**src/hw/rtl/pdmc_pkg.sv**
```systemverilog
package pdmc_pkg;

   localparam int unsigned MEAS_W    = 16;
   localparam int unsigned GAIN_W    = 16;
   localparam int unsigned DIV_W     = 16;
   localparam int unsigned TERM_W    = 18;
   localparam int unsigned SUM_W     = 34;
   localparam int unsigned QUO_W     = 32;
   localparam int unsigned MAG_W     = 33;
   localparam int unsigned CSR_IDX_W = 3;
   localparam int unsigned CSR_DAT_W = 33;
   localparam int unsigned DIV_STEPS = QUO_W;
   localparam int unsigned DIV_CNT_W = $clog2(DIV_STEPS);

   typedef enum logic [CSR_IDX_W-1:0] {
      CSR_SET_POINT     = 3'd0,
      CSR_PROP_GAIN     = 3'd1,
      CSR_DERIV_GAIN    = 3'd2,
      CSR_DIVISOR       = 3'd3,
      CSR_MAX_MAGNITUDE = 3'd4
   } csr_index_type;

   typedef enum logic [2:0] {
      ST_IDLE,
      ST_MUL_P,
      ST_MUL_D,
      ST_ADD,
      ST_DIV_START,
      ST_DIV_WAIT,
      ST_FINISH
   } state_type;

   typedef struct packed {
      logic busy;
      logic done;
   } div_status_type;

endpackage

```
**src/hw/rtl/pd_drive_magnitude_clamp.sv**
```systemverilog
// pd controller with the derivative acting on the measurement. each request beat carries
// one signed sample; the block forms error = set_point - |measurement| and
// rate = measurement - previous measurement, then
// raw = (prop_gain * error + deriv_gain * rate) / divisor, truncated toward zero, with
// 8 fraction bits (gains are q8.8). the response beat gives raw and min(|raw|, max_magnitude).
// a divisor of 0 is taken as 1. from request acceptance to the response being offered an
// item runs both products through the shared 16x18 multiplier and the accumulate, then a
// divider start, the bit-serial restoring divider and a finish step that waits for room in
// the response register. one item is in flight at a time; req_ready is high only while the
// sequencer is idle, and a finished response waits in its own output register so the next
// request can be taken before the response is collected. registers are to be written
// through the csr port only while the block is idle; the block itself does not enforce this.
// csr_ready is always high and indexes beyond the list are ignored.
module pd_drive_magnitude_clamp (
   input  logic                                clock,
   input  logic                                reset,
   input  logic                                req_valid,
   output logic                                req_ready,
   input  logic signed [pdmc_pkg::MEAS_W-1:0]  req_measurement,
   output logic                                rsp_valid,
   input  logic                                rsp_ready,
   output logic        [pdmc_pkg::MAG_W-1:0]   rsp_drive_magnitude,
   output logic signed [pdmc_pkg::SUM_W-1:0]   rsp_raw_drive,
   input  logic                                csr_valid,
   output logic                                csr_ready,
   input  logic        [pdmc_pkg::CSR_IDX_W-1:0] csr_index,
   input  logic        [pdmc_pkg::CSR_DAT_W-1:0] csr_data
);

   // configuration registers
   logic signed [pdmc_pkg::MEAS_W-1:0] sp_ff;
   logic signed [pdmc_pkg::GAIN_W-1:0] pgain_ff;
   logic signed [pdmc_pkg::GAIN_W-1:0] dgain_ff;
   logic        [pdmc_pkg::DIV_W-1:0]  divisor_ff;
   logic        [pdmc_pkg::MAG_W-1:0]  max_ff;

   // sample state and working registers
   logic signed [pdmc_pkg::MEAS_W-1:0] prev_ff;
   logic signed [pdmc_pkg::TERM_W-1:0] err_ff;
   logic signed [pdmc_pkg::TERM_W-1:0] rate_ff;
   logic signed [pdmc_pkg::SUM_W-1:0]  prod_ff;
   logic signed [pdmc_pkg::SUM_W-1:0]  acc_ff;
   logic                               neg_ff;

   // response register
   logic                               rsp_valid_ff;
   logic        [pdmc_pkg::MAG_W-1:0]  rsp_mag_ff;
   logic signed [pdmc_pkg::SUM_W-1:0]  rsp_raw_ff;

   pdmc_pkg::state_type state_ff, state_in;

   // sequencer outputs
   logic take_req;
   logic div_start;
   logic rsp_load;

   assign csr_ready = 1'b1;

   // -------- configuration writes
   always_ff @(posedge clock) begin
      if (reset) begin
         sp_ff      <= '0;
         pgain_ff   <= '0;
         dgain_ff   <= '0;
         divisor_ff <= pdmc_pkg::DIV_W'(1);
         max_ff     <= '1;
      end else if (csr_valid) begin
         case (csr_index)
            pdmc_pkg::CSR_SET_POINT:     sp_ff      <= csr_data[pdmc_pkg::MEAS_W-1:0];
            pdmc_pkg::CSR_PROP_GAIN:     pgain_ff   <= csr_data[pdmc_pkg::GAIN_W-1:0];
            pdmc_pkg::CSR_DERIV_GAIN:    dgain_ff   <= csr_data[pdmc_pkg::GAIN_W-1:0];
            pdmc_pkg::CSR_DIVISOR:       divisor_ff <= csr_data[pdmc_pkg::DIV_W-1:0];
            pdmc_pkg::CSR_MAX_MAGNITUDE: max_ff     <= csr_data[pdmc_pkg::MAG_W-1:0];
            default: ;
         endcase
      end
   end

   // -------- error and rate terms, formed as the beat is taken
   logic signed [pdmc_pkg::MEAS_W:0]   meas_ext;
   logic signed [pdmc_pkg::MEAS_W:0]   meas_abs;
   logic signed [pdmc_pkg::TERM_W-1:0] err_in;
   logic signed [pdmc_pkg::TERM_W-1:0] rate_in;

   assign meas_ext = {req_measurement[pdmc_pkg::MEAS_W-1], req_measurement};
   // |-32768| still fits the 17 bit signed form
   assign meas_abs = meas_ext[pdmc_pkg::MEAS_W] ? -meas_ext : meas_ext;
   assign err_in   = {{2{sp_ff[pdmc_pkg::MEAS_W-1]}}, sp_ff}
                   - {meas_abs[pdmc_pkg::MEAS_W], meas_abs};
   assign rate_in  = {{2{req_measurement[pdmc_pkg::MEAS_W-1]}}, req_measurement}
                   - {{2{prev_ff[pdmc_pkg::MEAS_W-1]}}, prev_ff};

   // -------- shared multiplier, proportional term first then derivative term
   logic signed [pdmc_pkg::GAIN_W-1:0] mul_a;
   logic signed [pdmc_pkg::TERM_W-1:0] mul_b;
   logic signed [pdmc_pkg::SUM_W-1:0]  mul_out;

   assign mul_a   = (state_ff == pdmc_pkg::ST_MUL_P) ? pgain_ff : dgain_ff;
   assign mul_b   = (state_ff == pdmc_pkg::ST_MUL_P) ? err_ff : rate_ff;
   // 16 x 18 signed gives exactly the 34 bit sum width
   assign mul_out = mul_a * mul_b;

   // -------- divider feed: magnitude of the sum, below 2^32
   logic signed [pdmc_pkg::SUM_W-1:0] acc_abs;
   logic        [pdmc_pkg::DIV_W-1:0] divisor_eff;
   logic        [pdmc_pkg::QUO_W-1:0] quotient;
   pdmc_pkg::div_status_type          div_status;

   assign acc_abs     = acc_ff[pdmc_pkg::SUM_W-1] ? -acc_ff : acc_ff;
   // a zero divisor passes the sum through undivided
   assign divisor_eff = (divisor_ff == '0) ? pdmc_pkg::DIV_W'(1) : divisor_ff;

   pdmc_divider u_divider (
      .clock    (clock),
      .reset    (reset),
      .start    (div_start),
      .dividend (acc_abs[pdmc_pkg::QUO_W-1:0]),
      .divisor  (divisor_eff),
      .quotient (quotient),
      .status   (div_status)
   );

   // -------- sign restore and clamp
   logic signed [pdmc_pkg::SUM_W-1:0] quo_ext;
   logic signed [pdmc_pkg::SUM_W-1:0] raw_val;
   logic        [pdmc_pkg::MAG_W-1:0] mag_val;
   logic        [pdmc_pkg::MAG_W-1:0] mag_clamped;

   assign quo_ext     = {2'b00, quotient};
   assign raw_val     = neg_ff ? -quo_ext : quo_ext;
   assign mag_val     = {1'b0, quotient};
   assign mag_clamped = (mag_val > max_ff) ? max_ff : mag_val;

   // -------- sequencer: next state
   always_comb begin
      state_in = state_ff;
      case (state_ff)
         pdmc_pkg::ST_IDLE:      if (req_valid) state_in = pdmc_pkg::ST_MUL_P;
         pdmc_pkg::ST_MUL_P:     state_in = pdmc_pkg::ST_MUL_D;
         pdmc_pkg::ST_MUL_D:     state_in = pdmc_pkg::ST_ADD;
         pdmc_pkg::ST_ADD:       state_in = pdmc_pkg::ST_DIV_START;
         pdmc_pkg::ST_DIV_START: state_in = pdmc_pkg::ST_DIV_WAIT;
         pdmc_pkg::ST_DIV_WAIT:  if (div_status.done) state_in = pdmc_pkg::ST_FINISH;
         pdmc_pkg::ST_FINISH:    if (!rsp_valid_ff || rsp_ready) state_in = pdmc_pkg::ST_IDLE;
         default:                state_in = pdmc_pkg::ST_IDLE;
      endcase
   end

   // -------- sequencer: outputs
   always_comb begin
      take_req  = 1'b0;
      div_start = 1'b0;
      rsp_load  = 1'b0;
      case (state_ff)
         pdmc_pkg::ST_IDLE:      take_req  = 1'b1;
         pdmc_pkg::ST_DIV_START: div_start = 1'b1;
         pdmc_pkg::ST_FINISH:    rsp_load  = !rsp_valid_ff || rsp_ready;
         default: ;
      endcase
   end

   assign req_ready = take_req;

   always_ff @(posedge clock) begin
      if (reset) begin
         state_ff     <= pdmc_pkg::ST_IDLE;
         prev_ff      <= '0;
         rsp_valid_ff <= 1'b0;
      end else begin
         state_ff <= state_in;
         if (take_req && req_valid) prev_ff <= req_measurement;
         if (rsp_load) rsp_valid_ff <= 1'b1;
         else if (rsp_ready) rsp_valid_ff <= 1'b0;
      end
      if (take_req && req_valid) begin
         err_ff  <= err_in;
         rate_ff <= rate_in;
      end
      case (state_ff)
         pdmc_pkg::ST_MUL_P: prod_ff <= mul_out;
         pdmc_pkg::ST_MUL_D: begin
            acc_ff  <= prod_ff;
            prod_ff <= mul_out;
         end
         pdmc_pkg::ST_ADD:       acc_ff <= acc_ff + prod_ff;
         pdmc_pkg::ST_DIV_START: neg_ff <= acc_ff[pdmc_pkg::SUM_W-1];
         default: ;
      endcase
      if (rsp_load) begin
         rsp_mag_ff <= mag_clamped;
         rsp_raw_ff <= raw_val;
      end
   end

   assign rsp_valid           = rsp_valid_ff;
   assign rsp_drive_magnitude = rsp_mag_ff;
   assign rsp_raw_drive       = rsp_raw_ff;

   // -------- checks
   a_one_in_flight: assert property (@(posedge clock) disable iff (reset)
      req_valid && req_ready |=> !req_ready)
      else $error("request taken while an item is in flight");

   a_done_when_waiting: assert property (@(posedge clock) disable iff (reset)
      div_status.done |-> state_ff == pdmc_pkg::ST_DIV_WAIT)
      else $error("divider finished outside the wait state");

   a_start_when_free: assert property (@(posedge clock) disable iff (reset)
      div_start |-> !div_status.busy)
      else $error("divider restarted while busy");

   a_rsp_from_finish: assert property (@(posedge clock) disable iff (reset)
      $rose(rsp_valid_ff) |-> $past(state_ff) == pdmc_pkg::ST_FINISH)
      else $error("response raised outside the finish state");

endmodule

```
**src/hw/rtl/pdmc_divider.sv**
```systemverilog
module pdmc_divider (
   input  logic                           clock,
   input  logic                           reset,
   input  logic                           start,
   input  logic [pdmc_pkg::QUO_W-1:0]     dividend,
   input  logic [pdmc_pkg::DIV_W-1:0]     divisor,
   output logic [pdmc_pkg::QUO_W-1:0]     quotient,
   output pdmc_pkg::div_status_type       status
);

   logic [pdmc_pkg::DIV_W-1:0]     rem_ff, rem_in;
   logic [pdmc_pkg::QUO_W-1:0]     quo_ff, quo_in;
   logic [pdmc_pkg::DIV_W-1:0]     dsr_ff, dsr_in;
   logic [pdmc_pkg::DIV_CNT_W-1:0] cnt_ff, cnt_in;
   logic                           busy_ff, busy_in;
   logic                           done_ff, done_in;

   logic [pdmc_pkg::DIV_W:0]   shifted;
   logic [pdmc_pkg::DIV_W+1:0] trial;

   // one restoring step: shift in the next dividend bit, try the subtract
   assign shifted = {rem_ff, quo_ff[pdmc_pkg::QUO_W-1]};
   assign trial   = {1'b0, shifted} - {2'b00, dsr_ff};

   always_comb begin
      rem_in  = rem_ff;
      quo_in  = quo_ff;
      dsr_in  = dsr_ff;
      cnt_in  = cnt_ff;
      busy_in = busy_ff;
      done_in = 1'b0;
      if (start) begin
         rem_in  = '0;
         quo_in  = dividend;
         dsr_in  = divisor;
         cnt_in  = '0;
         busy_in = 1'b1;
      end else if (busy_ff) begin
         if (!trial[pdmc_pkg::DIV_W+1]) begin
            rem_in = trial[pdmc_pkg::DIV_W-1:0];
            quo_in = {quo_ff[pdmc_pkg::QUO_W-2:0], 1'b1};
         end else begin
            rem_in = shifted[pdmc_pkg::DIV_W-1:0];
            quo_in = {quo_ff[pdmc_pkg::QUO_W-2:0], 1'b0};
         end
         cnt_in = cnt_ff + 1'b1;
         if (cnt_ff == pdmc_pkg::DIV_CNT_W'(pdmc_pkg::DIV_STEPS - 1)) begin
            busy_in = 1'b0;
            done_in = 1'b1;
         end
      end
   end

   always_ff @(posedge clock) begin
      if (reset) begin
         busy_ff <= 1'b0;
         done_ff <= 1'b0;
         cnt_ff  <= '0;
      end else begin
         busy_ff <= busy_in;
         done_ff <= done_in;
         cnt_ff  <= cnt_in;
      end
      rem_ff <= rem_in;
      quo_ff <= quo_in;
      dsr_ff <= dsr_in;
   end

   assign quotient    = quo_ff;
   assign status.busy = busy_ff;
   assign status.done = done_ff;

endmodule

```
**config.mk**
```make
export PLATFORM = sky130hd
export DESIGN_NAME = pd_drive_magnitude_clamp
export DESIGN_NICKNAME = d
export VERILOG_FILES = /design/src/hw/rtl/pdmc_pkg.sv /design/src/hw/rtl/pd_drive_magnitude_clamp.sv /design/src/hw/rtl/pdmc_divider.sv
export SDC_FILE = /design/constraint.sdc
export NUM_CORES = 2
export LEC_CHECK = 0
export BUFFER_PORTS_ARGS = -buffer_cell sky130_fd_sc_hd__buf_2
export CORE_MARGIN = 3
export CORE_UTILIZATION = 45
export DETAILED_ROUTE_END_ITERATION = 10
export PLACE_DENSITY_LB_ADDON = 0.05
export SYNTH_ARGS = -nofsm -noshare
export SYNTH_HDL_FRONTEND = slang
export SYNTH_SLANG_ARGS = --single-unit
export TNS_END_PERCENT = 50
```
**constraint.sdc**
```tcl
create_clock -name clock -period 25.4 [get_ports clock]
set_input_delay 3.81 -clock clock [delete_from_list [all_inputs] [get_ports clock]]
set_output_delay 3.81 -clock clock [all_outputs]
set_load 0.02 [all_outputs]
```
==> key figures <==
Power and ir drop
  – Total power divided by cell area: between 60 and 70 nW/um^2
  – Clock group share of total power: 0.304
  – Peak VDD IR: between 0.04 and 0.05 mV
  – P_leak: 14.84 nW
  – Total power: 1.977 mW
  – Sequential share of power: 0.376
  – Net Switching: 689.2 uW
  – Cell Int Power: 1.288 mW
  – Sw Share: 0.3485
  – Combinational power share: 0.320

Global routing
  – Initial antenna violation count: 1
  – Total Routing Usage GR: 0.2324
  – Vias in the first global route: 23030
  – GRT overflow: 0
  – Global-route wire length before repair: roughly 130000 um
  – Pin count of the biggest net entering global routing: 94

Synthesis
  – Seq/Total Area, Yosys: 0.3126
  – Post-synth EDFFs: 219
  – Post-synth cell types: 72
  – Syn avg cell area: 9.442 um^2
  – Gate Count Post-Synth: 3178
  – Yosys reg bits: 359
  – Synth Cell Area: 30010 um^2
  – Synth async-reset ratio: 0
  – Yosys warnings: 0
  – Primary FF master, synth: edfxtp_1

Clock tree
  – Setup bufs post-CTS: 0
  – Clock transition at the registers of the reported paths: 0.06 ns
  – Hold buffers post-CTS: 0
  – Post-CTS Resized: 0
  – CTS Sinks: roughly 360
  – Later-pin clock latency in the skew report: between 0.5 and 0.6 ns
  – H-tree lvl count: 2
  – CTS tree: yes
  – CTS max path bufs: 3
  – Root Buffer: clkbuf_16
  – Clock buffer count from CTS: 43

Place
  – Post-DP HPWL: 63160 um
  – IO buf count: 125
  – Global placer's final weighted congestion: 0.9413
  – DP Cell Count: 4086

Job
  – Maximum Capacitance Violations: 0

Worst setup path
  – Worst R2R Setup Slack: 16.79 ns
  – Worst path depth: 25
  – Critical Path AT: 8.93 ns
  – Slowest CP cell: mux2i_1
  – CP max stage delay: 1.05 ns
  – Reg2Reg Depth: 25
  – Crit-path most repeated cell: fa_1
  – Critical path launch point type: flip-flop
  – Endpoint class of the critical path: flip-flop
  – Crit Path Class: reg -> reg
  – Critical R2R Capture: prod_ff[33]$_DFFE_PP_
  – Critical Path RT: 25.72 ns
  – Top delay family on crit path: adder cells
  – Worst reg2reg startpoint: state_ff[0]$_SDFFE_PP0P_
  – CP max FO: 62
  – CP bufs+invs: 6

Timing
  – Final period utilization: 0.3389
  – Final Hold Fails: 0
  – Setup TNS: 0 ns
  – Min cycle time layout: 8.608 ns
  – RSZ-0062 raised after global routing: false
  – Slew HR: 0.1816
  – # setup viols final: 0
  – Worst-Margin Slew: between 1 and 1.5 ns
  – Clock skew: 0.02301 ns
  – F_max: 116.2 MHz
  – Pins Over Slew Limit: 0

Floorplanning
  – Core Area: 65860 um^2
  – Die span in y: 264.2 um
  – Area of the die: 69810 um^2
  – Initial core utilization: 0.4556
  – IO Pins: roughly 130
  – Die Wd: 264.2 um
  – Num rows: 94

Routing
  – Vias/cell: 5.291
  – Via count: 22040
  – Detailed Routing Iterations Pass 1: 5
  – Initial DRC count: ~1400
  – Antenna viol nets, final: 0
  – Drt drc: 0
  – Post-Route WL: between 80000 and 90000 um
  – Wire per inst: 19.25 um

Layout
  – Layout cells sized above 1: 0.09600
  – N_diodes: 0
  – Final layout net count: ~3800
  – Area grow syn2layout: 9.741%
  – Core Util, Final: 0.5000
  – Post-Layout Cell Count: 4166
  – Fill cells: between 6000 and 7000

Worst hold path
  – Hold Path Sink: prev_ff[4]$_SDFFE_PP0P_
  – HP Class: reg -> reg
  – Hold path start: prev_ff[4]$_SDFFE_PP0P_
  – Hold path cells: 2

Run status
  – Outcome: complete, no violations
[worst reg2reg max path, cell delays in order, from the launching register on]
cell and delay, ns:
dfxtp_1 0.47, nor3b_2 0.21, buf_4 0.69, mux2i_1 1.08, nor2_1 0.14, fa_1 0.53, inv_1 0.05, fa_1 0.54
inv_1 0.04, ha_1 0.20, fa_1 0.53, inv_1 0.05, fa_1 0.46, fa_1 0.54, inv_1 0.04, ha_1 0.23
a2111oi_0 0.59, o21ai_0 0.30, o41ai_1 0.44, buf_4 0.22, a211oi_1 0.07, a2111o_1 0.38, o21ai_0 0.16, o21ai_0 0.13
a21oi_1 0.18, xnor2_1 0.08
[kinds of logic after synthesis]
kind of cell	Yosys count	synth area share
flip-flops	359	0.3126
adder cells (fa/ha/maj)	499	0.2816
AND/OR/NAND/NOR	987	0.1480
AO/OA/AOI/OAI	505	0.1007
other	2	0.0002503
buffers and inverters	547	0.06859
XOR/XNOR	172	0.05020
multiplexers	107	0.03811
[sequential cells by signal, indices dropped and copies added, names as in the netlist, 3 cells and up]
register / flops
acc_ff: 34
prod_ff: 34
rsp_raw_drive: 34
max_ff: 33
rsp_drive_magnitude: 33
u_divider.quotient: 32
err_ff: 18
rate_ff: 17
dgain_ff: 16
divisor_ff: 16
pgain_ff: 16
prev_ff: 16
sp_ff: 16
u_divider.dsr_ff: 16
u_divider.rem_ff: 16
u_divider.cnt_ff: 5
state_ff: 3
[area by class of cell]
cell class              instances  area, um^2  area share
clock buffers                  56        1155     0.03507
well taps                     864        1081     0.03283
multi-input cells            2273       18610      0.5653
repair buffers                158       875.8     0.02660
flip-flops and latches        359        9379      0.2848
inverters                     432        1622     0.04924
clock inverters                24       202.7    0.006155
[through the flow]
stage	hold WS, ns	setup WS [ns]	cell area (um^2)
final	0.4550	16.79	32930
after global routing	0.4772	16.15	32930
after CTS	0.4558	16.77	32930
after detailed placement	0.4475	16.76	31570
after global placement	0.4417	16.91	31570
after floorplan	0.4244	17.39	30010
[per-layer routing]
layer	vias to the layer above	part of all wire	GRT usage
met5	-	0	0
met4	0	0.036	0.08017
met3	143	0.056	0.04303
met2	525	0.48	0.3947
met1	10700	0.43	0.2983
li1	10670	-	-
[cell usage after synthesis, drive strengths merged (7+ instances only)]
cell type / count / area, um^2
nand3: 33 / 165.2
or4: 12 / 93.84
nand3b: 39 / 292.8
nand2: 506 / 1899
nor4: 9 / 71.32
xor2: 73 / 639.4
ha: 205 / 2565
o31ai: 28 / 210.2
and3: 10 / 62.56
or3: 30 / 207.7
nor2: 217 / 814.5
a21o: 35 / 262.8
a21oi: 186 / 930.9
o21a: 15 / 112.6
edfxtp: 219 / 6576
clkbuf: 110 / 412.9
o21bai: 8 / 60.06
nor3b: 7 / 52.55
inv: 431 / 1618
dfxtp: 140 / 2803
nand2b: 26 / 165.2
a211oi: 13 / 97.59
nand4: 12 / 75.07
nor3: 27 / 140.1
a31oi: 9 / 56.30
mux2: 58 / 653.1
o41ai: 13 / 121.4
or2: 20 / 125.1
xnor2: 99 / 867.1
o21ai: 152 / 760.7
mux2i: 49 / 490.5
fa: 294 / 5886
nor2b: 26 / 162.7
a21boi: 8 / 60.06
[power groups by stage]
| stage | Combinational (mW) | Clock, mW | Sequential (mW) |
|---|---|---|---|
| final | 0.633 | 0.601 | 0.743 |
| after global routing | 0.719 | 0.639 | 0.751 |
| after floorplan | 0.476 | 0 | 0.734 |
| after CTS | 0.636 | 0.618 | 0.743 |
| after detailed placement | 0.632 | 0 | 0.755 |
| after global placement | 0.620 | 0 | 0.754 |
[layout by cell type, fill, tap and decap left out, types with 33 or more instances in the layout]
cell / count
nand3b_1: 39
mux2_2: 58
mux2i_1: 49
a21oi_1: 185
dfxtp_1: 140
buf_2: 124
xor2_1: 73
clkbuf_16: 43
xnor2_1: 99
nand2_1: 506
nor2_1: 216
o21ai_0: 151
inv_1: 431
a21o_1: 35
nand3_1: 33
buf_4: 34
fa_1: 294
ha_1: 205
edfxtp_1: 219
[worst max-delay path by stage]
| stage | slack (ns) | startpoint | endpoint |
|---|---|---|---|
| floorplan | 17.39 | state_ff[0]$_SDFFE_PP0P_ | prod_ff[33]$_DFFE_PP_ |
| global placement | 16.91 | state_ff[2]$_SDFFE_PP0P_ | prod_ff[33]$_DFFE_PP_ |
| detailed placement | 16.76 | state_ff[0]$_SDFFE_PP0P_ | prod_ff[33]$_DFFE_PP_ |
| CTS | 16.77 | state_ff[0]$_SDFFE_PP0P_ | prod_ff[33]$_DFFE_PP_ |
| global route | 16.15 | state_ff[0]$_SDFFE_PP0P_ | prod_ff[31]$_DFFE_PP_ |
| finish | 16.79 | state_ff[0]$_SDFFE_PP0P_ | prod_ff[33]$_DFFE_PP_ |
No activity file was read; power rests on OpenSTA's default activity.
